[src/design/assert_macros.svh]
// ----------------------------------------------------------------------------
// assertion macros
// concurrent checks that compile away in synthesis
// ----------------------------------------------------------------------------
`ifndef ASSERT_MACROS_SVH
`define ASSERT_MACROS_SVH
`ifndef SYNTHESIS
`define ASSERT_IMP(label, clk, rst, ante, cons, msg) \
   label: assert property (@(posedge clk) disable iff (rst) (ante) |-> (cons)) else $error(msg);
`define ASSERT_NXT(label, clk, rst, ante, cons, msg) \
   label: assert property (@(posedge clk) disable iff (rst) (ante) |=> (cons)) else $error(msg);
`else
`define ASSERT_IMP(label, clk, rst, ante, cons, msg)
`define ASSERT_NXT(label, clk, rst, ante, cons, msg)
`endif
`endif

[src/design/art_pkg.sv]
// ----------------------------------------------------------------------------
// ack retransmit table package
// shared constants: function codes, result kinds, register indexes, defaults
// ----------------------------------------------------------------------------
package art_pkg;

   localparam int TABLE_ENTRIES_DEF = 16;
   localparam int HANDLE_BITS_DEF   = 8;

   localparam logic [1:0] FN_SEND = 2'd0;
   localparam logic [1:0] FN_TICK = 2'd1;
   localparam logic [1:0] FN_ACK  = 2'd2;

   localparam logic [2:0] KIND_TX     = 3'd0;
   localparam logic [2:0] KIND_RETX   = 3'd1;
   localparam logic [2:0] KIND_GIVEUP = 3'd2;
   localparam logic [2:0] KIND_ACKCLR = 3'd3;
   localparam logic [2:0] KIND_DONE   = 3'd4;
   localparam logic [2:0] KIND_TERR   = 3'd5;

   localparam logic CSR_ACK_TIMEOUT = 1'b0;
   localparam logic CSR_MAX_RETRIES = 1'b1;

   localparam logic [15:0] ACK_TIMEOUT_RST = 16'd100;
   localparam logic [3:0]  MAX_RETRIES_RST = 4'd3;

endpackage

[src/design/ack_retransmit_table.sv]
// ----------------------------------------------------------------------------
// ack retransmit table
// pending acknowledgement table indexed by transaction id
// ----------------------------------------------------------------------------
// usage:
//   req_* carries one item: a send, a timeout tick or a received ack.
//   rsp_* returns result items; rsp_last marks the final one of an item.
//   csr_* writes ack_timeout_ms (index 0) and max_retries (index 1); the user
//   is to write them only while idle, as the block itself does no check.
// sequencing:
//   send and ack: one result, loaded from EMIT or ACK once the output frees.
//   tick: the walk steps through the entries by the single table memory
//   read port, one entry a cycle save where it pauses (see stalls).
//   req_ready is high only while the sequencer is idle; an item is taken
//   even while a finished result still waits in the output register.
// reset:
//   pending and timed bits clear at once, last id goes to 0, registers take
//   their defaults; the memory needs no clearing pass.
// stalls:
//   a low rsp_ready holds the output register; the walk pauses on an entry
//   that has a result until the register frees up.
// ----------------------------------------------------------------------------
`include "assert_macros.svh"

module ack_retransmit_table #(
   parameter int TABLE_ENTRIES = art_pkg::TABLE_ENTRIES_DEF,
   parameter int HANDLE_BITS   = art_pkg::HANDLE_BITS_DEF
) (
   input  logic                   clock,
   input  logic                   reset,

   input  logic                   req_valid,
   output logic                   req_ready,
   input  logic [1:0]             req_func,
   input  logic                   req_is_reply,
   input  logic                   req_wants_ack,
   input  logic [3:0]             req_trans_id,
   input  logic [HANDLE_BITS-1:0] req_msg_handle,
   input  logic [31:0]            req_now_ms,
   input  logic                   req_time_valid,

   output logic                   rsp_valid,
   input  logic                   rsp_ready,
   output logic [2:0]             rsp_kind,
   output logic [3:0]             rsp_out_id,
   output logic [HANDLE_BITS-1:0] rsp_out_handle,
   output logic                   rsp_ack_reply_flag,
   output logic                   rsp_overwrote,
   output logic                   rsp_last,

   input  logic                   csr_wr_en,
   input  logic                   csr_index,
   input  logic [15:0]            csr_wdata
);

   localparam int IDX_W  = (TABLE_ENTRIES > 1) ? $clog2(TABLE_ENTRIES) : 1;
   localparam int WORD_W = 4 + 32 + HANDLE_BITS;
   localparam logic [IDX_W-1:0] IDX_LAST = IDX_W'(TABLE_ENTRIES - 1);
   localparam logic [5:0] ENTRIES6 = 6'(TABLE_ENTRIES);

   localparam logic [2:0] ST_IDLE = 3'd0;
   localparam logic [2:0] ST_EMIT = 3'd1;
   localparam logic [2:0] ST_ACK  = 3'd2;
   localparam logic [2:0] ST_TICK = 3'd3;
   localparam logic [2:0] ST_DONE = 3'd4;

   function automatic logic [3:0] id_mod(input logic [3:0] v);
      logic [5:0] r;
      r = 6'(v);
      for (int k = 0; k < 8; k++) begin
         if (r >= ENTRIES6) begin
            r = r - ENTRIES6;
         end
      end
      return r[3:0];
   endfunction

   // state and configuration
   logic [2:0]             state_ff, state_in;
   logic [IDX_W-1:0]       idx_ff, idx_in;
   logic [31:0]            now_ff, now_in;
   logic [31:0]            nd_ff, nd_in;
   logic [3:0]             last_id_ff, last_id_in;
   logic [15:0]            timeout_ff;
   logic [3:0]             retries_cfg_ff;
   logic [TABLE_ENTRIES-1:0] pend_ff, pend_in;
   logic [TABLE_ENTRIES-1:0] timed_ff, timed_in;

   // staged single result
   logic [2:0]             stg_kind_ff, stg_kind_in;
   logic [3:0]             stg_id_ff, stg_id_in;
   logic [HANDLE_BITS-1:0] stg_handle_ff, stg_handle_in;
   logic                   stg_ackr_ff, stg_ackr_in;
   logic                   stg_ow_ff, stg_ow_in;

   // output register
   logic                   rsp_valid_ff, rsp_valid_in;
   logic [2:0]             rsp_kind_ff, rsp_kind_in;
   logic [3:0]             rsp_id_ff, rsp_id_in;
   logic [HANDLE_BITS-1:0] rsp_handle_ff, rsp_handle_in;
   logic                   rsp_ackr_ff, rsp_ackr_in;
   logic                   rsp_ow_ff, rsp_ow_in;
   logic                   rsp_last_ff, rsp_last_in;

   // table memory: retries, deadline, handle
   logic [WORD_W-1:0]      mem [TABLE_ENTRIES];
   logic [WORD_W-1:0]      rd_ff;
   logic [IDX_W-1:0]       rd_addr;
   logic                   mem_we;
   logic [IDX_W-1:0]       mem_waddr;
   logic [WORD_W-1:0]      mem_wdata;

   logic [3:0]             rd_retries;
   logic [31:0]            rd_deadline;
   logic [HANDLE_BITS-1:0] rd_handle;
   logic [3:0]             tid_mod;
   logic [IDX_W-1:0]       tid_idx;
   logic [5:0]             next_id6;
   logic [IDX_W-1:0]       send_idx;
   logic [5:0]             idx_ext;
   logic                   out_free;
   logic                   load;
   logic                   hit;
   logic                   give_up_now;

   assign rd_retries  = rd_ff[WORD_W-1 -: 4];
   assign rd_deadline = rd_ff[HANDLE_BITS +: 32];
   assign rd_handle   = rd_ff[HANDLE_BITS-1:0];
   assign tid_mod     = id_mod(req_trans_id);
   assign tid_idx     = IDX_W'(tid_mod);
   assign idx_ext     = 6'(idx_ff);
   assign send_idx    = next_id6[IDX_W-1:0];
   assign out_free    = !rsp_valid_ff || rsp_ready;
   assign req_ready   = (state_ff == ST_IDLE);
   assign hit         = pend_ff[idx_ff] && timed_ff[idx_ff] && (now_ff >= rd_deadline);

   always_comb begin
      next_id6 = 6'(last_id_ff) + 6'd1;
      if (next_id6 >= ENTRIES6) begin
         next_id6 = next_id6 - ENTRIES6;
      end
   end

   always_comb begin
      state_in      = state_ff;
      idx_in        = idx_ff;
      now_in        = now_ff;
      nd_in         = nd_ff;
      last_id_in    = last_id_ff;
      pend_in       = pend_ff;
      timed_in      = timed_ff;
      stg_kind_in   = stg_kind_ff;
      stg_id_in     = stg_id_ff;
      stg_handle_in = stg_handle_ff;
      stg_ackr_in   = stg_ackr_ff;
      stg_ow_in     = stg_ow_ff;
      mem_we        = 1'b0;
      mem_waddr     = idx_ff;
      mem_wdata     = rd_ff;
      load          = 1'b0;
      give_up_now   = 1'b0;
      rsp_kind_in   = rsp_kind_ff;
      rsp_id_in     = rsp_id_ff;
      rsp_handle_in = rsp_handle_ff;
      rsp_ackr_in   = rsp_ackr_ff;
      rsp_ow_in     = rsp_ow_ff;
      rsp_last_in   = rsp_last_ff;

      case (state_ff)
         ST_IDLE: begin
            if (req_valid) begin
               now_in = req_now_ms;
               nd_in  = req_now_ms + 32'(timeout_ff);
               case (req_func)
                  art_pkg::FN_SEND: begin
                     stg_kind_in   = art_pkg::KIND_TX;
                     stg_handle_in = req_msg_handle;
                     state_in      = ST_EMIT;
                     if (req_is_reply) begin
                        stg_id_in   = tid_mod;
                        stg_ackr_in = 1'b1;
                        stg_ow_in   = 1'b0;
                     end else begin
                        last_id_in  = next_id6[3:0];
                        stg_id_in   = next_id6[3:0];
                        stg_ackr_in = 1'b0;
                        stg_ow_in   = 1'b0;
                        if (req_wants_ack) begin
                           stg_ow_in          = pend_ff[send_idx];
                           pend_in[send_idx]  = 1'b1;
                           timed_in[send_idx] = req_time_valid;
                           mem_we             = 1'b1;
                           mem_waddr          = send_idx;
                           mem_wdata          = {retries_cfg_ff,
                                                 req_time_valid ? nd_in : 32'd0,
                                                 req_msg_handle};
                        end
                     end
                  end
                  art_pkg::FN_TICK: begin
                     if (!req_time_valid && (|(pend_ff & timed_ff))) begin
                        stg_kind_in   = art_pkg::KIND_TERR;
                        stg_id_in     = 4'd0;
                        stg_handle_in = '0;
                        stg_ackr_in   = 1'b0;
                        stg_ow_in     = 1'b0;
                        state_in      = ST_EMIT;
                     end else begin
                        idx_in   = '0;
                        state_in = ST_TICK;
                     end
                  end
                  art_pkg::FN_ACK: begin
                     idx_in   = tid_idx;
                     state_in = ST_ACK;
                  end
                  default: begin
                     state_in = ST_IDLE;
                  end
               endcase
            end
         end
         ST_EMIT: begin
            if (out_free) begin
               load          = 1'b1;
               rsp_kind_in   = stg_kind_ff;
               rsp_id_in     = stg_id_ff;
               rsp_handle_in = stg_handle_ff;
               rsp_ackr_in   = stg_ackr_ff;
               rsp_ow_in     = stg_ow_ff;
               rsp_last_in   = 1'b1;
               state_in      = ST_IDLE;
            end
         end
         ST_ACK: begin
            if (out_free) begin
               load             = 1'b1;
               rsp_kind_in      = art_pkg::KIND_ACKCLR;
               rsp_id_in        = idx_ext[3:0];
               rsp_handle_in    = pend_ff[idx_ff] ? rd_handle : '0;
               rsp_ackr_in      = 1'b0;
               rsp_ow_in        = 1'b0;
               rsp_last_in      = 1'b1;
               pend_in[idx_ff]  = 1'b0;
               timed_in[idx_ff] = 1'b0;
               state_in         = ST_IDLE;
            end
         end
         ST_TICK: begin
            if (!hit || out_free) begin
               if (idx_ff == IDX_LAST) begin
                  state_in = ST_DONE;
               end else begin
                  idx_in = idx_ff + IDX_W'(1);
               end
            end
            if (hit && out_free) begin
               load          = 1'b1;
               rsp_id_in     = idx_ext[3:0];
               rsp_handle_in = rd_handle;
               rsp_ackr_in   = 1'b0;
               rsp_ow_in     = 1'b0;
               rsp_last_in   = 1'b0;
               if (rd_retries != 4'd0) begin
                  rsp_kind_in = art_pkg::KIND_RETX;
                  mem_we      = 1'b1;
                  mem_wdata   = {rd_retries - 4'd1, nd_ff, rd_handle};
               end else begin
                  rsp_kind_in      = art_pkg::KIND_GIVEUP;
                  give_up_now      = 1'b1;
                  pend_in[idx_ff]  = 1'b0;
                  timed_in[idx_ff] = 1'b0;
               end
            end
         end
         ST_DONE: begin
            if (out_free) begin
               load          = 1'b1;
               rsp_kind_in   = art_pkg::KIND_DONE;
               rsp_id_in     = 4'd0;
               rsp_handle_in = '0;
               rsp_ackr_in   = 1'b0;
               rsp_ow_in     = 1'b0;
               rsp_last_in   = 1'b1;
               state_in      = ST_IDLE;
            end
         end
         default: begin
            state_in = ST_IDLE;
         end
      endcase

      rd_addr      = idx_in;
      rsp_valid_in = load ? 1'b1 : (rsp_ready ? 1'b0 : rsp_valid_ff);
   end

   // control state
   always_ff @(posedge clock) begin
      if (reset) begin
         state_ff       <= ST_IDLE;
         last_id_ff     <= 4'd0;
         pend_ff        <= '0;
         timed_ff       <= '0;
         rsp_valid_ff   <= 1'b0;
         timeout_ff     <= art_pkg::ACK_TIMEOUT_RST;
         retries_cfg_ff <= art_pkg::MAX_RETRIES_RST;
      end else begin
         state_ff     <= state_in;
         last_id_ff   <= last_id_in;
         pend_ff      <= pend_in;
         timed_ff     <= timed_in;
         rsp_valid_ff <= rsp_valid_in;
         if (csr_wr_en) begin
            case (csr_index)
               art_pkg::CSR_ACK_TIMEOUT: timeout_ff     <= csr_wdata;
               art_pkg::CSR_MAX_RETRIES: retries_cfg_ff <= csr_wdata[3:0];
               default: ;
            endcase
         end
      end
   end

   // payload
   always_ff @(posedge clock) begin
      idx_ff        <= idx_in;
      now_ff        <= now_in;
      nd_ff         <= nd_in;
      stg_kind_ff   <= stg_kind_in;
      stg_id_ff     <= stg_id_in;
      stg_handle_ff <= stg_handle_in;
      stg_ackr_ff   <= stg_ackr_in;
      stg_ow_ff     <= stg_ow_in;
      rsp_kind_ff   <= rsp_kind_in;
      rsp_id_ff     <= rsp_id_in;
      rsp_handle_ff <= rsp_handle_in;
      rsp_ackr_ff   <= rsp_ackr_in;
      rsp_ow_ff     <= rsp_ow_in;
      rsp_last_ff   <= rsp_last_in;
   end

   // table memory
   always_ff @(posedge clock) begin
      if (mem_we) begin
         mem[mem_waddr] <= mem_wdata;
      end
      rd_ff <= mem[rd_addr];
   end

   assign rsp_valid          = rsp_valid_ff;
   assign rsp_kind           = rsp_kind_ff;
   assign rsp_out_id         = rsp_id_ff;
   assign rsp_out_handle     = rsp_handle_ff;
   assign rsp_ack_reply_flag = rsp_ackr_ff;
   assign rsp_overwrote      = rsp_ow_ff;
   assign rsp_last           = rsp_last_ff;

   `ASSERT_NXT(a_tick_walks_on, clock, reset, (state_ff == ST_TICK), (state_ff == ST_TICK || state_ff == ST_DONE), "tick walk left early")
   `ASSERT_NXT(a_giveup_clears, clock, reset, give_up_now, !pend_ff[$past(idx_ff)], "given up entry still pending")
   `ASSERT_IMP(a_walk_not_last, clock, reset, (rsp_valid_ff && (rsp_kind_ff == art_pkg::KIND_RETX || rsp_kind_ff == art_pkg::KIND_GIVEUP)), !rsp_last_ff, "walk result marked last")
   `ASSERT_IMP(a_reply_on_tx, clock, reset, (rsp_valid_ff && rsp_ackr_ff), (rsp_kind_ff == art_pkg::KIND_TX && !rsp_ow_ff), "ack reply flag on wrong kind")

endmodule
[config.mk]
export PLATFORM = sky130hd
export DESIGN_NAME = ack_retransmit_table
export DESIGN_NICKNAME = d
export VERILOG_FILES = /design/src/design/art_pkg.sv /design/src/design/ack_retransmit_table.sv
export VERILOG_INCLUDE_DIRS = /design/src /design/src/design
export SDC_FILE = /design/constraint.sdc
export NUM_CORES = 1
export LEC_CHECK = 0
export ABC_CLOCK_PERIOD_IN_PS = 7200
export BUFFER_PORTS_ARGS = -buffer_cell sky130_fd_sc_hd__buf_2
export CAP_MARGIN = 20
export CORE_ASPECT_RATIO = 1.25
export CORE_UTILIZATION = 30
export DETAILED_ROUTE_END_ITERATION = 7
export PLACE_DENSITY = 0.54
export SLEW_MARGIN = 20
export SYNTH_ARGS = -nofsm -noshare
export SYNTH_HDL_FRONTEND = slang
export SYNTH_SLANG_ARGS = --single-unit
[constraint.sdc]
create_clock -name clock -period 7.2 [get_ports clock]
set_clock_uncertainty 0.05 [all_clocks]
set_input_delay 0.72 -clock clock [delete_from_list [all_inputs] [get_ports clock]]
set_output_delay 0.72 -clock clock [all_outputs]
set_load 0.01 [all_outputs]
# Word level (Yosys, flattened, before mapping)

Memories as Yosys holds them, arrays and structs flattened. A register that Yosys moved wholly into a read port is not among the register bits.
Index checks and enable logic that the tools add are counted.

Equal/unequal tests: 21
Add/sub/neg operators: 5
Mux-type cells: 106
Reduce and logical (&&, ||, !) cells: 33
Order comparisons: 6
Bitwise operators: 7

Operator list:

| cell               | count |
|---|---|
| $mux 44            | 6 |
| $mux 16            | 14 |
| $pmux 16 s3        | 2 |
| $pmux 44 s2        | 1 |
| $mux 4             | 16 |
| $and 16x16->16     | 3 |
| $mux 8             | 6 |
| $add 32x16->32     | 1 |
| $ge 32x32->1       | 1 |
| $mux 32            | 1 |
| $pmux 8 s4         | 1 |
| $mux 3             | 9 |
| $mux 1             | 26 |
| $pmux 4 s2         | 3 |
| $ne 2x2->1 const B | 10 |
| $bwmux 16          | 1 |
| $not 16->16        | 1 |
| $or 16x16->16      | 1 |
| $pmux 4 s4         | 1 |
| $pmux 8 s2         | 1 |
| $reduce_and 4->1   | 4 |
| $reduce_or 16->1   | 1 |
| $bmux 1 s4         | 3 |
| $pmux 3 s4         | 1 |
| other kinds (35)   | 64 |

Word-level logic and storage cells: 200
Memories kept: 1
Bits in writable memories: 704
Output and inout bits: 20
Bits of input ports: 71
Register bits: 163

Memory list:

| name | depth | bits a word | rd ports | clocked after Yosys merged registers in | write ports | line                        | text |
|---|---|---|---|---|---|---|---|
| mem  | 16    | 44          | 1        | 1                                       | 1           | ack_retransmit_table.sv:106 | `logic [WORD_W-1:0] mem [TABLE_ENTRIES];` |

# Longest topological paths before layout

Gate-level depths: netlist (run 1).

Depth in word-level cells: 13
Depth in mapped cells: 15
Mapped depth without buffers: 13

# Least setup slack after synthesis (run 1)

OpenSTA, ideal clock, no wires.

Path kind: input port to flip-flop
Start point: in req_valid
End point: mem mem[15][0] (netlist bit) (enable)
Setup time: 446 ps
Setup slack: 1,571 ps
Arrival: 5,133 ps
Required time: 6,704 ps
Buffers on the path: 1
Stages: 7
Path through: clkbuf_1 > nand2_1 > inv_1 > nand2_1 > nor3_1 > a31oi_1 > nor2_1

Longest elaborated chain between the ends: 4
Elaborated cells between the ends (all ways): 6
Those cells by class: mux (6)

RTL lines:

| element                      | line                        | text |
|---|---|---|
| start, declared              | ack_retransmit_table.sv:32  | `input logic req_valid,` |
| $mux 1                       | ack_retransmit_table.sv:171 | `if (req_valid) begin` |
| $pmux 1 s2                   | ack_retransmit_table.sv:169 | `case (state_ff)` |
| $mux 1                       | ack_retransmit_table.sv:343 | `if (mem_we) begin` |
| $mux 1 (implied by the code) | ack_retransmit_table.sv:344 | `mem[mem_waddr] <= mem_wdata;` |
| end, declared                | ack_retransmit_table.sv:106 |  |

Parallel ways exist; a longest one is shown, timed or not.

# Worst setup path after layout (run 1)

Start point: reg rd_ff[28] (read register of mem)
End point: reg rd_ff[36] (read register of mem)

Longest elaborated chain between the ends: 6

RTL lines:

| element           | line                        | text |
|---|---|---|
| start, declared   | ack_retransmit_table.sv:107 | `logic [WORD_W-1:0] rd_ff;` |
| $ge 32x32->1      | ack_retransmit_table.sv:135 | `assign hit = pend_ff[idx_ff] && timed_ff[idx_ff] && (now_ff >= rd_deadline);` |
| $logic_and 1x1->1 | ack_retransmit_table.sv:135 |  |
| $logic_not 1->1   | ack_retransmit_table.sv:250 | `if (!hit \|\| out_free) begin` |
| $logic_or 1x1->1  | ack_retransmit_table.sv:250 |  |
| $mux 4            | ack_retransmit_table.sv:250 |  |
| $pmux 4 s2        | ack_retransmit_table.sv:169 |  |

No other way between the ends.
A chain may end at the register's enable or synchronous reset.

==> impl_metrics.yaml, run 1 <==
run_status:
  status: "completed"
critical_path:
  cp-start-kind: "flip-flop"
  crit_path_cell_trace: "inv_1, ha_1, and4_1, a221o_1, a2111oi_4, o21ai_1, nand2_8, a22o_4, buf_12, mux2i_1, a2111oi_0, or4_1"
  critical-path-max-stage-delay_ns: 0.83
  critPathCaptureType: "flip-flop"
  path_class: "reg2reg"
  worstPathArrival_ns: 6.20
  cpMaxStageDelayCell: "a22o_4"
  cp_data_required_time_ns: 7.65
  cp_max_fo: 96
placed_design:
  dpl.hpwl_um: 63700
  dp.cells: 4586
  portBuffers: 90
  place.gp.congestion: 0.850
yosys:
  synth-edff-count: 801
  syn_inst: 2932
  yosys_warnings: 0
  synth_area_leaders: "edfxtp_1 (60%), dfxtp_1 (5.4%), a211oi_1 (5.0%), mux2i_1 (4.5%), a221oi_1 (4.0%)"
  netlist_area_sq_um: 39800
  synth.largest_area_cell: "edfxtp_1"
  seq_area_frac_synth: 0.659
  synth.distinct_cells: 75
  synth_top_cell_area_share: 0.604
  synth_fp_nets: 3065
  yosys_register_bits: 909
  avgSynthCellArea_sq_um: 13.6
  synthArstFlopShare: 0
  ys.flop_type: "edfxtp_1"
floorplan:
  dieArea_sq_um: 134000
  row_count: 149
  die_h_um: 409
  io_pins: 91
  die_x_um: 328
  core_sq_um: 132000
  start_util: 0.302
power:
  power_frac_comb: 0.225
  max-vdd-ir-drop_mv: 0.345
  pwr-share-seq: 0.457
  p_leak_nw: 14.9
  pwr-share-clk: 0.317
  p_sw_frac: 0.309
  power_density_nw_per_um2: 328
  power_mw: 14.8
  p_int_mw: 10.2
  p_sw_mw: 4.58
sta:
  fin_crit_ns: 5.75
  drv_slew: 0
  finalCritPeriodShare: 0.798
  tightest_slew_ns: 1.09
  rsz0062_at_grt: "no"
  max_freq_mhz: 174
  setup_tns_ns: 0
  max_slew_margin: 0.268
  final_hold_viol_count: 0
  setup_viol: 0
global_routing:
  antenna_found_initial: 6
  grt_max_degree: 158
  grt_pass1_vias: 25242
  grt_use_total: 0.173
  grt_overflow_total: 0
  grt_pass1_wl_um: 173000
clock_network:
  clk_latency_ns: 0.69
  cts_resized: 0
  hold_buffers: 0
  cts_buffers: 86
  htreeDepth: 3
  cts_setup_buffers: 0
  cts_tree: "yes"
  cts_sinks: 909
  clkTransAtPathRegs_ns: 0.07
  root_buffer: "clkbuf_16"
  cts.path.max_buffers: 3
final_layout:
  stdcell_count: 4750
  final_layout_size_suffix_gt1_frac: 0.119
  final_cell_mix: "edfxtp_1 (801), a211oi_1 (262), inv_1 (232)"
  layout_commonest_cell: "edfxtp_1"
  fin_nets: 3071
  area_delta_synth_final_pct: 13.6
routing:
  wire_per_inst_um: 24.9
  dr.pass1.iters: 6
  ant_nets: 0
  via_count: 25746
  drc: 0
  drt_wl_total_um: 118000
  drt_first_iter_violations: 2190
  vias_per_cell: 5.42
hold_path:
  hold_path_class: "in2reg"
flow_run:
  cap_violations: 0
-- synthesized netlist by cell type, types with 7 or more instances --
master and n:
xor2_1 12, a2111oi_0 88, and2_1 7, and3_1 9, a22o_1 15, a221oi_1 182, inv_1 233, a21oi_1 82
nand3_1 23, and4_1 7, buf_6 14, nand4_1 16, nor2_1 79, edfxtp_1 801, o21ai_0 60, o31ai_1 12
o311ai_0 8, nor3_1 25, a21o_1 22, or4_1 45, a31oi_1 9, a211oi_1 263, nor2b_1 22, mux2i_1 180
dfxtp_1 108, a32oi_1 16, buf_2 39, clkbuf_1 177, mux4_2 12, ha_1 61, nand2_1 167, a221o_1 7
xnor2_1 24, a22oi_1 13
-- power by group through the flow --
stage | Clock [mW] | Sequential [mW] | Combinational (mW)
6_report | 4.70 | 6.78 | 3.34
3_3_place_gp | 0 | 6.89 | 3.31
3_5_place_dp | 0 | 6.89 | 3.34
4_1_cts | 4.78 | 6.77 | 3.34
5_1_grt | 4.97 | 6.80 | 3.60
2_1_floorplan | 0 | 6.79 | 2.04
-- critical path, delay by kind of cell, from the launching register on --
| kind | cells | cell delay (ns) |
|---|---|---|
| buffers and inverters | 2 | 0.63 |
| AND/OR/NAND/NOR | 3 | 1.45 |
| flip-flops | 1 | 0.47 |
| adder cells (fa/ha/maj) | 1 | 0.28 |
| AO/OA/AOI/OAI | 5 | 2.26 |
| multiplexers | 1 | 0.26 |
-- path summary, 6_finish.rpt --
kind	from	endpoint	slack, ns	depth (start not counted)
setup / recovery	rd_ff[28]	rd_ff[36]	1.45	12
hold / removal	req_now_ms[8]	now_ff[8]	0.18	1
hold reg to reg	timeout_ff[12]	timeout_ff[12]	0.42	2
setup reg to reg	rd_ff[28]	rd_ff[36]	1.45	12
-- registers in the layout, summed over array words and instances, names as in the netlist, 3 cells and up --
name            count
last_id_ff          4
timeout_ff         16
state_ff            3
now_ff             32
stg_id_ff           4
pend_ff            16
timed_ff           16
rd_ff              44
nd_ff              32
rsp_out_handle      8
rsp_kind            3
mem               704
rsp_out_id          4
stg_handle_ff       8
retries_cfg_ff      4
idx_ff              4
-- cells by family after synthesis --
kind of cell / count (synthesis) / synth area share
flip-flops: 909 / 0.659
adder cells (fa/ha/maj): 62 / 0.0197
buffers and inverters: 476 / 0.0494
XOR/XNOR: 36 / 0.00792
multiplexers: 193 / 0.0523
AND/OR/NAND/NOR: 430 / 0.0531
AO/OA/AOI/OAI: 826 / 0.159
-- layer usage --
metal  vias to the layer above  global-route usage  share of wire
met3                       175              0.0247          0.051
met5                         -                   0              0
li1                      11584                   -              -
met2                       828               0.292           0.49
met1                     13159               0.224           0.42
met4                         0              0.0676          0.035
-- layout make-up --
type | count | area [sq um]
Fill cell | 12724 | 86600
Sequential cell | 909 | 26200
Multi-Input combinational cell | 1547 | 11900
Clock buffer | 116 | 2440
Tap cell | 1736 | 2170
Timing Repair Buffer | 159 | 1180
Inverter | 235 | 883
Clock inverter | 45 | 437
Antenna cell | 3 | 7.51
-- stage by stage --
stage	util	worst slack [ns]	area [sq um]	hold WS, ns
after detailed placement	0.321	1.44	42300	0.404
after CTS	0.343	1.43	45200	0.130
after global placement	0.321	1.46	42300	0.405
after global routing	0.343	1.26	45200	0.157
after floorplan	-	1.57	39800	0.380
final	0.343	1.45	45200	0.177
(Power assumes the default switching activity.)
==> inputs of run 2 (changes only) <==
ABC_AREA = 1   (was unset)
ABC_CLOCK_PERIOD_IN_PS = 4900   (was 7200)
PLACE_DENSITY = 0.56   (was 0.54)
clock period = 4.9 ns   (was 7.2 ns; I/O delays follow)
==> run 2 against run 1 <==
  * Cell count rose by 22%
  * Core utilization is 0.58 points higher
  * Global-route usage is 0.17 points lower
  * First-iteration DRC count grew 8.2%
  * Via count rose by 15%
  * Sequential share of layout area is 1.7 points lower
  * Sequential cell count stayed put
  * Die area up 1.4%
  * Area after synthesis is 1.4% higher
  * Final area grew 3.1%
==> impl_metrics.yaml, run 2 <==
critical_path:
  r2r-start: "rd_ff[26]"
  r2r_cells: 17
  r2r_end: "mem[8][36]"
  critPathCaptureType: "flip-flop"
  cp-start-kind: "flip-flop"
  cp_data_required_time_ns: 5.17
  path_class: "reg2reg"
  r2r_setup_slack_ns: 0.70
  worstPathArrival_ns: 4.47
  cp_max_fo: 31
  startpoint: "rd_ff[26]"
sta:
  rsz0062_at_grt: "no"
  drv_slew: 0
  max_freq_mhz: 238
  finalCritPeriodShare: 0.858
  setup_viol: 0
  setup_tns_ns: 0
  final_hold_viol_count: 0
  setup_ws_ns: 0.695
  tightest_slew_ns: 1.07
  fin_crit_ns: 4.20
  max_slew_margin: 0.287
global_routing:
  use_met1: 0.219
  grt_max_degree: 144
  busiest_layer: "met2"
  antenna_found_initial: 0
  gr-usage-met2: 0.296
  grt_overflow_total: 0
  use_met3: 0.0216
  grt_use_total: 0.172
  grt_pass1_wl_um: 179000
  grt_pass1_vias: 28721
floorplan:
  dieArea_sq_um: 136000
  row_count: 150
  die_h_um: 412
  start_util: 0.302
  io_pins: 91
  core_sq_um: 134000
  die_x_um: 330
placed_design:
  place.gp.congestion: 0.890
  dp_slack_ns: 0.776
  dp.cells: 5611
  postPlaceCellArea_sq_um: 43400
  dpl.hpwl_um: 71500
  portBuffers: 90
final_layout:
  multi_input_area_sq_um: 12400
  final_cell_area_sq_um: 46600
  layout_commonest_cell: "nand3_1"
  seq_area_sq_um: 26200
  top_regs: "mem x704, rd_ff x44"
  final_cell_mix: "nand3_1 (948), nand2_1 (885), edfxtp_1 (801)"
  stdcell_count: 5814
  largest_reg_flops: 704
  largest-register: "mem"
  diodes: 0
  fillers: 13362
  fin_nets: 4125
  area_delta_synth_final_pct: 15.5
  final_layout_size_suffix_gt1_frac: 0.0949
yosys:
  synth_most_common_cell: "nand3_1"
  syn_inst: 3884
  netlist_area_sq_um: 40400
  seq_area_frac_synth: 0.649
  synth_top_cell_area_share: 0.596
  synth.distinct_cells: 45
  yosys-top-cells-count: "nand3_1 (948), nand2_1 (888), edfxtp_1 (801), inv_1 (201), o21ai_0 (198)"
  synth_fp_nets: 4017
  synthArstFlopShare: 0
  avgSynthCellArea_sq_um: 10.4
  synth-edff-count: 801
  synth.largest_area_cell: "edfxtp_1"
  synth_area_leaders: "edfxtp_1 (60%), nand3_1 (12%), nand2_1 (8.3%), dfxtp_1 (5.4%), o21ai_0 (2.5%)"
  yosys_warnings: 0
  ys.flop_type: "edfxtp_1"
  yosys_register_bits: 909
routing:
  drt_first_iter_violations: 2369
  dr.pass1.iters: 5
  wire_per_inst_um: 20.4
  drc: 0
  vias_per_cell: 5.09
  via_count: 29583
  ant_nets: 0
  drt_wl_total_um: 119000
clock_network:
  htreeDepth: 3
  cts_setup_buffers: 0
  cts_sinks: 909
  clkTransAtPathRegs_ns: 0.06
  cts_tree: "yes"
  cts.path.max_buffers: 3
  hold_buffers: 36
  cts_resized: 0
  cts_buffers: 88
  clk_latency_ns: 0.70
  root_buffer: "clkbuf_16"
run_status:
  status: "completed"
hold_path:
  hold_start: "req_now_ms[31]"
  min_delay_worst_endpoint: "now_ff[31]"
  hold_path_class: "in2reg"
  min_path_cells: 1
flow_run:
  cap_violations: 0
[run 2: area by class of cell]
cell class | count | share of cell area
sequential | 909 | 0.562
clock buffer | 112 | 0.0515
timing repair buffer | 253 | 0.0466
multi-input combinational | 2533 | 0.266
inverter | 207 | 0.0167
clock inverter | 52 | 0.0103
tap | 1748 | 0.0469
[run 2: worst max-delay path by stage]
stage / to
final: mem[8][36]
after CTS: mem[8][36]
after floorplan: mem[0][0]
after global routing: mem[8][37]
after global placement: mem[8][39]
after detailed placement: mem[8][34]
[run 2: worst max-delay path, stage by stage (launching register included)]
cell and delay (ns):
dfxtp_1 0.46, inv_1 0.18, ha_1 0.31, nand2_1 0.05
inv_1 0.06, nand2_1 0.05, nand2_1 0.06, nand2_1 0.05
a21oi_1 0.14, nor2_1 0.05, nand2_1 0.33, nand3_1 0.23
inv_1 0.17, nand2_1 0.13, o22ai_1 0.42, nand2_1 0.38
nor2_4 0.18, buf_4 0.49
[run 2: logic make-up after synthesis]
kind of cell,synth area share
and+or+nand+nor,0.222
DFF,0.649
buffers and inverters,0.0479
AOI/OAI and AO/OA,0.0555
adders and majority gates,0.0194
xor gates and xnor gates,0.00608
[run 2: routing by layer]
layer,share of wire,wire [um]
met1,0.42,49800
met2,0.49,58400
met3,0.055,6500
met4,0.035,4120
met5,0,0
[run 2: stage by stage]
| stage | hold WS, ns | util |
|---|---|---|
| detailed placement | 0.407 | 0.324 |
| CTS | 0.00587 | 0.349 |
| floorplan | 0.383 | - |
| global route | 0.0240 | 0.349 |
| finish | 0.0303 | 0.349 |
| global placement | 0.405 | 0.324 |
Power of run 2 is left out: the tool's default activity adds up to more than one toggle a clock period on the data nets, which glitch-free logic cannot reach.
